File: config.mk
export PLATFORM = sky130hd
export DESIGN_NAME = gvc_ram
export DESIGN_NICKNAME = d
export VERILOG_FILES = /design/src/rtl/gvc_ram.sv
export SDC_FILE = /design/constraint.sdc
export NUM_CORES = 1
export LEC_CHECK = 0
export BUFFER_PORTS_ARGS = -buffer_cell sky130_fd_sc_hd__buf_4
export CAP_MARGIN = 20
export CORE_ASPECT_RATIO = 0.8
export CORE_MARGIN = 4
export CORE_UTILIZATION = 62
export DETAILED_ROUTE_END_ITERATION = 6
export PLACE_DENSITY = 0.9
export SLEW_MARGIN = 20
export SYNTH_ARGS = -nofsm -noshare
export SYNTH_HDL_FRONTEND = slang
export SYNTH_SLANG_ARGS = --single-unit
File: constraint.sdc
create_clock -name i_clk -period 2.1 [get_ports i_clk]
set_clock_uncertainty 0.05 [all_clocks]
set_input_delay 0 -clock i_clk [delete_from_list [all_inputs] [get_ports i_clk]]
set_output_delay 0 -clock i_clk [all_outputs]
set_load 0.01 [all_outputs]
File: src/rtl/gvc_ram.sv
module gvc_ram #(
    parameter int W = 8,
    parameter int D = 64
) (
    input  logic                 i_clk,
    input  logic                 i_we,
    input  logic [$clog2(D)-1:0] i_waddr,
    input  logic [W-1:0]         i_wdata,
    input  logic [$clog2(D)-1:0] i_raddr,
    output logic [W-1:0]         o_rdata
);

    logic [W-1:0] r_mem [D];

    always_ff @(posedge i_clk) begin
        if (i_we) begin
            r_mem[i_waddr] <= i_wdata;
        end
        o_rdata <= r_mem[i_raddr];
    end

endmodule

-- Word level (Yosys, flattened, before mapping)
Memory sizes are Yosys's and may differ from the RTL's. A register that Yosys moved wholly into a read port is not among the register bits.
Cells that the tools add are included.
- muxes and demuxes: 2
- operators by type and width (operator ; number):
    $mux W1 ; 2
- register bits: 0
- memory bits (writable): 512
- bits of input ports: 22
- output and inout port bits: 8
- word-level logic and storage cells: 3
- memories: 1
- memory list (memory ; depth ; width ; rd ports ; clocked after Yosys merged registers in ; write ports ; line ; source):
    r_mem ; 64 ; 8 ; 1 ; 1 ; 1 ; 13 ; logic [W-1:0] r_mem [D];

-- Longest topological paths before layout
- depth after elaboration: 2
- mapped depth: 9
- depth with buffers taken out: 5

-- Least setup slack after synthesis
No wires, ideal clock.
- path kind: flip-flop to flip-flop
- start: memory r_mem[29][4]
- end: register o_rdata[4] (read register of r_mem)
- setup time: 132 ps
- arrival: 1560 ps
- required time: 1918 ps
- path slack: 358 ps
- cell stages (with the launch flop): 6
- path buffers: 0
- period minus slack after synthesis: 1742 ps
- cells stage by stage: edfxtp_1 > mux4_2 > mux2_2 > o221a_2 > nor3_1 > o32ai_1
- RTL lines (element ; line ; source):
    start, declared ; 13 ;
    end, declared ; 10 ; output logic [W-1:0] o_rdata

==> impl_results.md <==
* Synth area leader: edfxtp_1
* Slew HR at 0.4991
* CTS tree: done
* Ant diodes at 0
* PwrDens at 900.4 mW/mm^2
* Number of synthesized register bits at 520
* Commonest cells in the netlist: 512 x edfxtp_1, 126 x mux4_2, 83 x nor2_1
* CP Capture Type: register
* Max clock buf depth at 3
* Status: finished, violations left
* Failing checks: setup timing
* Nets at 1,119
* Via density at between 6 and 7
* Clock Sinks at 520
* Count leader, synth: edfxtp_1
* Crit Path Class: register to register
* Unrepaired setup endpoints after global routing: false
* Crit path buf inv count at 0
* Worst setup margin at -0.03573 ns
* Rows at 58
* Hold Vio Cnt, Final at 0
* Worst-path clk slew at 0.07 ns
* Most frequent CP cell: mux4_2
* DRT antenna net count at 0
* Count of pins over their slew limit at 0
* EDFF count, synth at 512
* H-tree depth at 2
* Max Cap Violations at 0
* M1 WL at 17.52 mm
* Vias in the first global route at 10,888
* Hold Worst Slack at 0.06744 ns
* Drt first pass iters at 5
* Chip height at 169.3 um
* First-pass GRT wire length at 73.43 mm
* RePlAce Congestion at 0.8833
* # setup viols final at 2
* Routed met2 length at 22.92 mm
* FFs w/ async S/R, synth at 0
* Initial Utilization at 0.6345
* Worst min path class: primary input to register
* Share of post-route cells with drive strength above 1 at 0.3034
* Post-Syn Nets at 962
* Largest net degree at the start of global routing at 65
* Root Driver: clkbuf_16
* Worst Path Arrival at 2.49 ns
* Avg WL per Cell at between 30 and 40 um
* IO Pins at 30
* Peak supply drop at between 0.7 and 0.8 mV
* Total Power at 20.83 mW
* Die Area at 0.03549 mm^2
* Top FF cell, synth: edfxtp_1
* Critical Path RT at 2.45 ns
* CP max-delay cell: mux4_2
* Core ar. at 0.03179 mm^2
* Mapped Area at 0.02017 mm^2
* Remaining Overflow, GRT at 0
* Die width at 209.6 um
* Clock buffer count from CTS at 47
* Worst Tran Pin Value at 0.7514 ns
* Distinct cells, synth at 40
* DP Wirelength at between 20 and 30 mm
* Syn_area_per_cell at approximately 21 um^2
* Tcrit/Tclk final at 1.017
* Register area share after synthesis at 0.7703
* Routed via count at 10,863
* Cell-by-cell trace of the critical path: mux4_2 -> mux4_2 -> o21ai_1 -> o41ai_1
* Top delay family on crit path: multiplexers
* DRC violations left at 0
* Cells after Synth at 940
* Final min period at 2.136 ns
* WL met3 at 5.839 mm
* Buffers on Ports at 29
* Max Used Layer: met4
* Clock latency on the worst-skew pair at ~0.57 ns
* Slowest stage delay, CP at between 0.5 and 0.6 ns
* Syn-to-layout area delta at 14.72%
* Worst-path fanout max at 1
* Static Leak at around 7.5 nW
* Synth top area share at 0.7624
* Max Freq at between 0.4 and 0.5 GHz
* DRT iter0 DRCs at 1,897
* Final WL at between 40 and 50 mm
* Synthesis warning total at 0
* Synth area leaders: edfxtp_1 76%, mux4_2 14%, nor2_1 1.5%
* Post-CTS Setup Inserts at 0
* Initial antenna violation count at 0
* Gr usage total at 0.2827
* Startpoint types: register
[worst paths after layout]
path,start,endpoint,slack [ns],depth (start not counted)
setup / recovery,r_mem[34][5],o_rdata[5],-0.04,4
hold / removal,i_waddr[4],r_mem[54][0],0.07,3
setup reg to reg,r_mem[34][5],o_rdata[5],-0.04,4
hold reg to reg,r_mem[27][6],o_rdata[6],0.82,3
[where the power goes]
group / internal (mW) / total [mW] / leakage [nW] / switching [mW]
Clock: 4.48 / 8.11 / 0.698 / 3.63
Combinational: 0.481 / 1.19 / 2.11 / 0.706
Sequential: 11.5 / 11.5 / 4.67 / 0.0465
Total: 16.4 / 20.8 / 7.48 / 4.39
[metrics by stage]
step | util | worst slack [ns] | setup TNS, ns | cells | area, um^2
after CTS | 0.7279 | 0.02686 | 0 | 1554 | 23140
after detailed placement | 0.6775 | -0.1899 | -0.4317 | 1451 | 21540
after global routing | 0.7279 | 0.01549 | 0 | 1554 | 23140
after global placement | 0.6775 | -0.1410 | -0.2830 | 1451 | 21540
after floorplan | - | 0.3578 | 0 | 940 | 20170
final | 0.7279 | -0.03573 | -0.04061 | 1554 | 23140
[worst min-delay path, stage by stage]
cell and delay (ns):
buf_4 0.15, nand4b_1 0.19, nor2_1 0.15
[registers in the layout, summed over array words and instances (netlist names)]
signal and cells:
r_mem 512, o_rdata 8
[cells in the final DEF (no fill, tap or decap), types with 13 or more instances in the layout]
master         netlist  routed
nand3_1             13      13
edfxtp_1           512     512
nor2_1              83      83
clkbuf_16            0      49
dlygate4sd3_1        0      17
nor2b_1             14      14
mux2i_1             23      23
clkbuf_1            17      18
buf_4               13     134
mux4_2             126     126
nand2_1             19      19
mux2_2              13      13
[cell type report]
class                           count  area, um^2
Clock inverter                     17       103.9
Fill cell                        1695        8650
Multi-Input combinational cell    369        4320
Tap cell                          420       525.5
Timing Repair Buffer              159        1330
Clock buffer                       69        1321
Sequential cell                   520       15530
[layer usage]
metal / vias to the layer above / GRT usage
met2: 948 / 0.4384
met1: 5491 / 0.4068
li1: 4232 / -
met4: 0 / 0.1129
met3: 192 / 0.06006
met5: - / 0
[logic make-up after synthesis]
kind of cell,after synthesis,share of synthesized area
AOI/OAI and AO/OA,54,0.02072
buffers and inverters,51,0.01570
and+or+nand+nor,153,0.03387
DFF,520,0.7703
muxes,162,0.1594
[timing repair]
| action | 4_1_cts | 5_1_grt |
|---|---|---|
| hold buffers | 17 | 0 |
| endpoints found under the hold margin | 522 | 0 |
| setup endpoints to repair | 1 | 0 |
| gates resized for setup | 1 | 0 |
(Power assumes the default switching activity.)
